==> src/spibm_pkg.sv <==
// spibm_pkg: shared widths, constants and the result beat type for spi_byte_master
// no dependencies
`default_nettype none

package spibm_pkg;

  localparam int WORD_BITS = 8;
  localparam int BYTE_W    = 8;
  localparam int DIV_W     = 16;
  localparam int BITS_W    = $clog2(WORD_BITS + 1);

  localparam logic [DIV_W-1:0] DIV_RESET = DIV_W'(10);
  localparam logic [DIV_W-1:0] DIV_MIN   = DIV_W'(2);

  typedef logic [WORD_BITS-1:0] word_t;

  typedef struct packed {
    logic              sclk;
    logic              mosi;
    logic              cs_n;
    logic [BYTE_W-1:0] rx_byte;
    logic              busy_res;
    logic              done_res;
  } res_t;

endpackage

`default_nettype wire

==> src/spi_byte_master.sv <==
// spi_byte_master: mode 0 spi master, one word per transfer, msb first
// depends on spibm_pkg
//
// Every accepted input beat is one system tick of the spi engine and yields exactly one
// result beat, so the block runs at one beat per clock cycle while not stalled; the whole
// tick update (the divider counter increment and its compare against the divider and half
// divider, plus the shift registers) sits between the state registers and the result
// register. Results pass through an output register backed by one skid entry, so input is
// taken every cycle while the result side keeps up and in_stall rises only once the skid
// entry is filled. The divider register is written through the always ready cfg port.
`default_nettype none

module spi_byte_master import spibm_pkg::*; (
  input  wire logic              clk,
  input  wire logic              rst_n,
  input  wire logic              cfg_valid,
  output      logic              cfg_ready,
  input  wire logic [DIV_W-1:0]  cfg_data,
  input  wire logic              in_valid,
  output      logic              in_stall,
  input  wire logic              in_start_req,
  input  wire logic [BYTE_W-1:0] in_tx_byte,
  input  wire logic              in_miso_bit,
  input  wire logic              in_soft_clear,
  output      logic              out_valid,
  input  wire logic              out_stall,
  output      logic              out_sclk,
  output      logic              out_mosi,
  output      logic              out_cs_n,
  output      logic [BYTE_W-1:0] out_rx_byte,
  output      logic              out_busy_res,
  output      logic              out_done_res
);

  logic [DIV_W-1:0]  div_r;
  logic              active_r,     active_nxt;
  logic [DIV_W-1:0]  tick_r,       tick_nxt;
  logic [BITS_W-1:0] bits_r,       bits_nxt;
  word_t             send_r,       send_nxt;
  word_t             recv_r,       recv_nxt;
  word_t             hold_r,       hold_nxt;
  logic              sclk_r,       sclk_nxt;
  logic              mosi_r,       mosi_nxt;
  logic              sel_n_r,      sel_n_nxt;
  logic              done_r,       done_nxt;

  logic              busy_before;
  logic [DIV_W-1:0]  div_eff;
  logic [DIV_W-1:0]  half_div;
  logic [DIV_W-1:0]  tick_inc;
  logic [BITS_W-1:0] bits_inc;
  word_t             tx_word;
  res_t              res_nxt;

  logic              in_acc;
  logic              out_acc;
  logic              out_v_r;
  logic              skid_v_r;
  res_t              out_data_r;
  res_t              skid_data_r;

  assign cfg_ready = 1'b1;
  assign in_stall  = skid_v_r;
  assign in_acc    = in_valid & ~skid_v_r;
  assign out_acc   = out_v_r & ~out_stall;

  assign div_eff  = (div_r < DIV_MIN) ? DIV_MIN : div_r;
  assign half_div = div_eff >> 1;
  assign tick_inc = tick_r + DIV_W'(1);
  assign bits_inc = bits_r + BITS_W'(1);
  assign tx_word  = WORD_BITS'(in_tx_byte);

  // one spi tick
  always_comb begin
    active_nxt  = active_r;
    tick_nxt    = tick_r;
    bits_nxt    = bits_r;
    send_nxt    = send_r;
    recv_nxt    = recv_r;
    hold_nxt    = hold_r;
    sclk_nxt    = sclk_r;
    mosi_nxt    = mosi_r;
    sel_n_nxt   = sel_n_r;
    done_nxt    = done_r;
    busy_before = active_r;
    if (in_soft_clear) begin
      active_nxt  = 1'b0;
      tick_nxt    = '0;
      bits_nxt    = '0;
      send_nxt    = '0;
      recv_nxt    = '0;
      hold_nxt    = '0;
      sclk_nxt    = 1'b0;
      mosi_nxt    = 1'b0;
      sel_n_nxt   = 1'b1;
      done_nxt    = 1'b0;
      busy_before = 1'b0;
    end else if (!active_r) begin
      done_nxt = 1'b0;
      sclk_nxt = 1'b0;
      if (in_start_req) begin
        active_nxt = 1'b1;
        bits_nxt   = '0;
        tick_nxt   = '0;
        recv_nxt   = '0;
        sel_n_nxt  = 1'b0;
        send_nxt   = tx_word << 1;
        mosi_nxt   = tx_word[WORD_BITS-1];
      end else begin
        sel_n_nxt = 1'b1;
        mosi_nxt  = 1'b0;
      end
    end else begin
      done_nxt = 1'b0;
      tick_nxt = tick_inc;
      if (tick_inc == half_div) begin
        sclk_nxt = 1'b1;
        recv_nxt = {recv_r[WORD_BITS-2:0], in_miso_bit};
      end else if (tick_inc >= div_eff) begin
        sclk_nxt = 1'b0;
        mosi_nxt = send_r[WORD_BITS-1];
        send_nxt = send_r << 1;
        tick_nxt = '0;
        bits_nxt = bits_inc;
        if (bits_inc >= BITS_W'(WORD_BITS)) begin
          sel_n_nxt  = 1'b1;
          mosi_nxt   = 1'b0;
          active_nxt = 1'b0;
          hold_nxt   = recv_r;
          done_nxt   = 1'b1;
        end
      end
    end
  end

  always_comb begin
    res_nxt.sclk     = sclk_nxt;
    res_nxt.mosi     = mosi_nxt;
    res_nxt.cs_n     = sel_n_nxt;
    res_nxt.rx_byte  = BYTE_W'(hold_nxt);
    res_nxt.busy_res = busy_before;
    res_nxt.done_res = done_nxt;
  end

  always_ff @(posedge clk) begin
    if (!rst_n) begin
      div_r    <= DIV_RESET;
      active_r <= 1'b0;
      tick_r   <= '0;
      bits_r   <= '0;
      send_r   <= '0;
      recv_r   <= '0;
      hold_r   <= '0;
      sclk_r   <= 1'b0;
      mosi_r   <= 1'b0;
      sel_n_r  <= 1'b1;
      done_r   <= 1'b0;
    end else begin
      if (cfg_valid && cfg_ready) begin
        div_r <= cfg_data;
      end
      if (in_acc) begin
        active_r <= active_nxt;
        tick_r   <= tick_nxt;
        bits_r   <= bits_nxt;
        send_r   <= send_nxt;
        recv_r   <= recv_nxt;
        hold_r   <= hold_nxt;
        sclk_r   <= sclk_nxt;
        mosi_r   <= mosi_nxt;
        sel_n_r  <= sel_n_nxt;
        done_r   <= done_nxt;
      end
    end
  end

  // output register plus skid entry
  always_ff @(posedge clk) begin
    if (!rst_n) begin
      out_v_r  <= 1'b0;
      skid_v_r <= 1'b0;
    end else if (out_acc || !out_v_r) begin
      if (skid_v_r) begin
        out_v_r  <= 1'b1;
        skid_v_r <= 1'b0;
      end else begin
        out_v_r <= in_acc;
      end
    end else if (in_acc) begin
      skid_v_r <= 1'b1;
    end
  end

  always_ff @(posedge clk) begin
    if (out_acc || !out_v_r) begin
      if (skid_v_r) begin
        out_data_r <= skid_data_r;
      end else if (in_acc) begin
        out_data_r <= res_nxt;
      end
    end else if (in_acc) begin
      skid_data_r <= res_nxt;
    end
  end

  assign out_valid    = out_v_r;
  assign out_sclk     = out_data_r.sclk;
  assign out_mosi     = out_data_r.mosi;
  assign out_cs_n     = out_data_r.cs_n;
  assign out_rx_byte  = out_data_r.rx_byte;
  assign out_busy_res = out_data_r.busy_res;
  assign out_done_res = out_data_r.done_res;

  a_sel_tracks_active: assert property (@(posedge clk) disable iff (!rst_n)
    active_r == !sel_n_r)
    else $error("chip select out of step with transfer state");

  a_done_idle: assert property (@(posedge clk) disable iff (!rst_n)
    done_r |-> (!active_r && sel_n_r && !sclk_r))
    else $error("done raised while a transfer is running");

  a_idle_sclk_low: assert property (@(posedge clk) disable iff (!rst_n)
    !active_r |-> !sclk_r)
    else $error("sclk high while idle");

  a_bits_range: assert property (@(posedge clk) disable iff (!rst_n)
    bits_r <= BITS_W'(WORD_BITS))
    else $error("bit counter past word length");

  a_skid_behind_out: assert property (@(posedge clk) disable iff (!rst_n)
    skid_v_r |-> out_v_r)
    else $error("skid entry filled with output register empty");

endmodule

`default_nettype wire

==> config.mk <==
export PLATFORM = sky130hd
export DESIGN_NAME = spi_byte_master
export DESIGN_NICKNAME = d
export VERILOG_FILES = /design/src/spibm_pkg.sv /design/src/spi_byte_master.sv
export SDC_FILE = /design/constraint.sdc
export NUM_CORES = 1
export LEC_CHECK = 0
export BUFFER_PORTS_ARGS = -buffer_cell sky130_fd_sc_hd__buf_2
export CAP_MARGIN = 0
export CORE_MARGIN = 2
export CORE_UTILIZATION = 35
export CTS_CLUSTER_DIAMETER = 200
export DETAILED_ROUTE_END_ITERATION = 16
export SETUP_SLACK_MARGIN = 0.2
export SYNTH_ARGS = -nofsm -noshare
export SYNTH_HDL_FRONTEND = slang
export SYNTH_SLANG_ARGS = --single-unit
export TNS_END_PERCENT = 50
==> constraint.sdc <==
create_clock -name clk -period 9.06 [get_ports clk]
set_input_delay 2.718 -clock clk [delete_from_list [all_inputs] [get_ports clk]]
set_output_delay 2.718 -clock clk [all_outputs]
set_load 0.005 [all_outputs]
==> flow_summary_export.csv <==
group,metric,value,unit
cts,htree_num_levels,3,
synth,synth_edf_count,26,
setup_path,worstPathCellList,"buf_2 -> nand2b_1 -> inv_1 -> o21ai_0 -> nor3b_1 -> a31oi_4 -> nor2_1 -> a221o_1",
synth,compound_gate_fraction_of_synth_area,18.95,%
synth,synth_simple_gate_area_share,21.59,%
synth,yosysWarnings,0,
final_layout,final_nets,633,
cts,cts-root-buf,"sky130_fd_sc_hd__clkbuf_16",
timing,max_slew.worst_pin.slew,1157,ps
setup_path,path_buf_inv,2,
timing,finalSetupViolCount,0,
final_layout,syn2layout_area_growth,11.46,%
floorplan,dieHeight,125.9,um
floorplan,placement_rows,44,
setup_path,cp.required,9300,ps
timing,report.final.slew_viol_count,0,
final_layout,layout-drive-gt1-share,16.33,%
place,place.port_buffers,46,
global_route,grt_start_max_net_pins,43,
route,detailedRoute.firstPassIterationCount,7,
timing,rsz_0062_raised_after_global_routing,"no",
power_and_ir_drop,power.share.combinational,8.9,%
floorplan,placeableCoreArea,0.01453,sq mm
final_layout,antenna-diode-count,0,
global_route,grt_busiest_layer,"met2",
global_route,grt_antenna_before_repair,0,
setup_path,criticalPathCategory,"in -> reg",
synth,average_cell_area_after_synthesis,9.281,sq um
synth,synth-seq-cells,91,
power_and_ir_drop,power.share.sequential,48.8,%
power_and_ir_drop,powerDensity,155.5,mW/mm^2
setup_path,timing.rr.start,"tick_r[0]",
final_layout,layout_commonest_cell,"sky130_fd_sc_hd__nand2_1",
place,finalWeightedCongestion,0.9553,
timing,fmax,208.7,MHz
timing,timing.slew.headroom,22.57,%
cts,clk-insertion-delay-late,350,ps
final_layout,layout.cells.most_common_list,"sky130_fd_sc_hd__nand2_1, sky130_fd_sc_hd__dfxtp_1, sky130_fd_sc_hd__buf_2",
setup_path,critical_path.top_delay_family,"compound AO/OA/AOI/OAI gates",
cts,cts-root-to-sink-buffers,2,
final_layout,num-fill-cells,1464,
synth,ys_dominant_reg_cell,"sky130_fd_sc_hd__dfxtp_1",
power_and_ir_drop,p_switching,0.0002272,W
route,route.final.wire_length,12.49,mm
global_route,global_route.usage.total,16.03,%
global_route,wire_length_of_the_first_global_routing_pass,20.60,mm
setup_path,critical_path.slowest_cell,"sky130_fd_sc_hd__a31oi_4",
power_and_ir_drop,switching_share,25.22,%
timing,hold-worst-slack,464.1,ps
synth,synth-xor-area-share,3.346,%
setup_path,worst_r2r_endpoint,"out_rx_byte[0]",
floorplan,start_util,35.76,%
synth,synth_adder_area_share,4.333,%
route,route.vias.total,4318,
synth,number_of_distinct_standard_cells_referenced_by_the_synthesized_netlist,75,
synth,netlist_area_before_placement,0.005197,sq mm
status,run_status,"complete, no violations",
route,drt-initial-drc-count,323,
cts,clk_pin_slew_worst_paths,70,ps
floorplan,die_width,125.9,um
global_route,grtUsageMet2,24.01,%
setup_path,r2r_slack,4300,ps
setup_path,critical_path.max_stage_delay,570,ps
setup_path,timing.critical_path.from_type,"input pin",
timing,min_period,4792,ps
cts,post_cts.resized_instances,0,
route,routedWlPerCell,16.18,um
place,dp_hpwl,9.155,mm
timing,finalClockSkew,6.849,ps
route,post-route-drc-count,0,
synth,synth_top_family_by_area,"simple AND/OR/NAND/NOR gates",
synth,syn_inst,560,
setup_path,setup.worst_path.end_class,"flip-flop",
power_and_ir_drop,power.ir.vdd_worst,0.09623,mV
setup_path,cp_max_fo,34,
setup_path,cp_data_arrival_time,5030,ps
hold_path,min_to,"send_r[6]",
power_and_ir_drop,power.share.clock,42.3,%
global_route,global_route.usage.met1,23.52,%
floorplan,io-pin-count,48,
power_and_ir_drop,pleak,2.308,nW
cts,numCtsBuffers,9,
hold_path,hold_path_depth,2,
hold_path,hold_start,"send_r[6]",
cts,cts_num_sinks,91,
global_route,gr-usage-met3,3.653,%
route,avgViaCountPerCell,5.593,
cts,hold_buffers,0,
synth,synth_fp_nets,610,
synth,proportion_of_synthesized_area_in_mux_cells,6.115,%
job,max-cap-violations,0,
setup_path,ff2ff_path_depth,14,
synth,postSynth.asyncResetShare,0,%
hold_path,timing.hold.worst.class,"reg -> reg",
global_route,globalRoute.totalOverflow,0,
route,ant_nets,0,
power_and_ir_drop,cell_internal_pwr,0.0006735,W
cts,post_cts_setup_buffers,0,
cts,tritoncts,"yes",
timing,hold_viol,0,
timing,min_period_over_period,52.89,%
synth,synth.yosys.seq_area_share,40.06,%
floorplan,design.die.area,0.01584,sq mm
global_route,via_count_of_the_first_global_routing_pass,3979,
timing,setup_tns,0,ps
per-stage QoR:
step                      area, sq um  setup slack [ps]  std cells  power [W]  utilization, %
after global routing             5793              3860        772  0.0009363           39.86
after detailed placement         5490              3943        756  0.0005284           37.78
after CTS                        5793              4317        772  0.0009070           39.86
after global placement           5490              4037        756  0.0005253           37.78
final                            5793              4268        772  0.0009007           39.86
after floorplan                  5197              4792        560  0.0005014               -
layout make-up:
cell class                      count  area, sq um  area share [%]
Timing Repair Buffer               48        245.2           4.233
Sequential cell                    91         2082           35.94
Inverter                           28        105.1           1.814
Clock inverter                      5        38.79          0.6695
Clock buffer                       11        264.0           4.557
Tap cell                          184        230.2           3.974
Multi-Input combinational cell    405         2828           48.81
cells in the mapped netlist (all sizes together), types with 3 or more instances:
cell     count  area share (%)
nand3       22             2.5
clkbuf      18             1.3
o22ai       16             1.9
nor3b       11             1.6
nand2b       7            0.84
dfxtp       65              25
o21ai       19             1.8
nand4        8             1.4
nor2        32             2.4
a31oi        5            0.89
a31o         3            0.51
ha          18             4.3
a221o        9             1.7
o2bb2ai      3            0.51
or2          3            0.36
edfxtp      26              15
a211oi       4            0.58
nor3        12             1.5
and3         6            0.72
inv         27             1.9
mux2         6             1.3
xor2        10             1.8
buf         18             2.2
mux2i       25             4.8
o21a         4            0.60
a21o        10             1.4
xnor2        9             1.5
o31ai        4            0.58
nor2b        3            0.36
a2111oi      3            0.87
a32o         3            0.58
a21oi       29             2.8
nand2       70             5.2
nor4        17             2.9
a22o         5            0.84
and4         3            0.51
sequential cells by signal (all words and copies together) (netlist names):
register,flops
send_r,7
bits_r,4
tick_r,16
hold_r,8
out_busy_res,1
in_stall,1
out_mosi,1
out_cs_n,1
recv_r,8
skid_data_r,13
out_rx_byte,8
sel_n_r,1
mosi_r,1
out_sclk,1
div_r,16
active_r,1
out_valid,1
out_done_res,1
sclk_r,1
worst register-to-register path: stages (launching register included):
cell and delay [ps]:
sky130_fd_sc_hd__dfxtp_1 590, sky130_fd_sc_hd__ha_1 440, sky130_fd_sc_hd__nand4_2 300, sky130_fd_sc_hd__or3_1 560, sky130_fd_sc_hd__or2_2 330, sky130_fd_sc_hd__nand2_1 90, sky130_fd_sc_hd__ha_1 230, sky130_fd_sc_hd__nand4_1 140
sky130_fd_sc_hd__nor2_1 80, sky130_fd_sc_hd__a21oi_1 120, sky130_fd_sc_hd__o211ai_1 180, sky130_fd_sc_hd__a21oi_1 480, sky130_fd_sc_hd__a31o_1 580, sky130_fd_sc_hd__nor4_1 120, sky130_fd_sc_hd__a221o_1 290
cells by family after synthesis:
logic type / Yosys count
other: 1
and+or+nand+nor: 202
DFF: 91
muxes: 31
adders and majority gates: 18
buffers and inverters: 64
xor gates and xnor gates: 19
AOI/OAI and AO/OA: 134
how the worst max path moves through the flow:
| stage | start | end | depth (start not counted) |
|---|---|---|---|
| 2_1_floorplan | in_soft_clear | tick_r[9] | 8 |
| 6_report | in_soft_clear | tick_r[8] | 8 |
| 3_5_place_dp | in_soft_clear | tick_r[8] | 8 |
| 5_1_grt | tick_r[0] | out_rx_byte[1] | 14 |
| 3_3_place_gp | in_soft_clear | tick_r[8] | 8 |
| 4_1_cts | in_soft_clear | tick_r[8] | 8 |
power groups by stage:
stage | logic (W) | registers (W) | clock network, W
floorplan | 0.0000562 | 0.000445 | 0
global placement | 0.0000766 | 0.000449 | 0
detailed placement | 0.0000795 | 0.000449 | 0
CTS | 0.0000801 | 0.000440 | 0.000387
global route | 0.0000887 | 0.000442 | 0.000406
finish | 0.0000801 | 0.000440 | 0.000381
routing by layer:
layer,share of wire (%),vias to the layer above,wire (um)
li1,-,2120,-
met1,50,2069,6233
met2,44,121,5489
met3,5.2,8,648
met4,0.97,0,121
met5,0,-,0
Note: power is estimated with default switching activity, not from simulation.
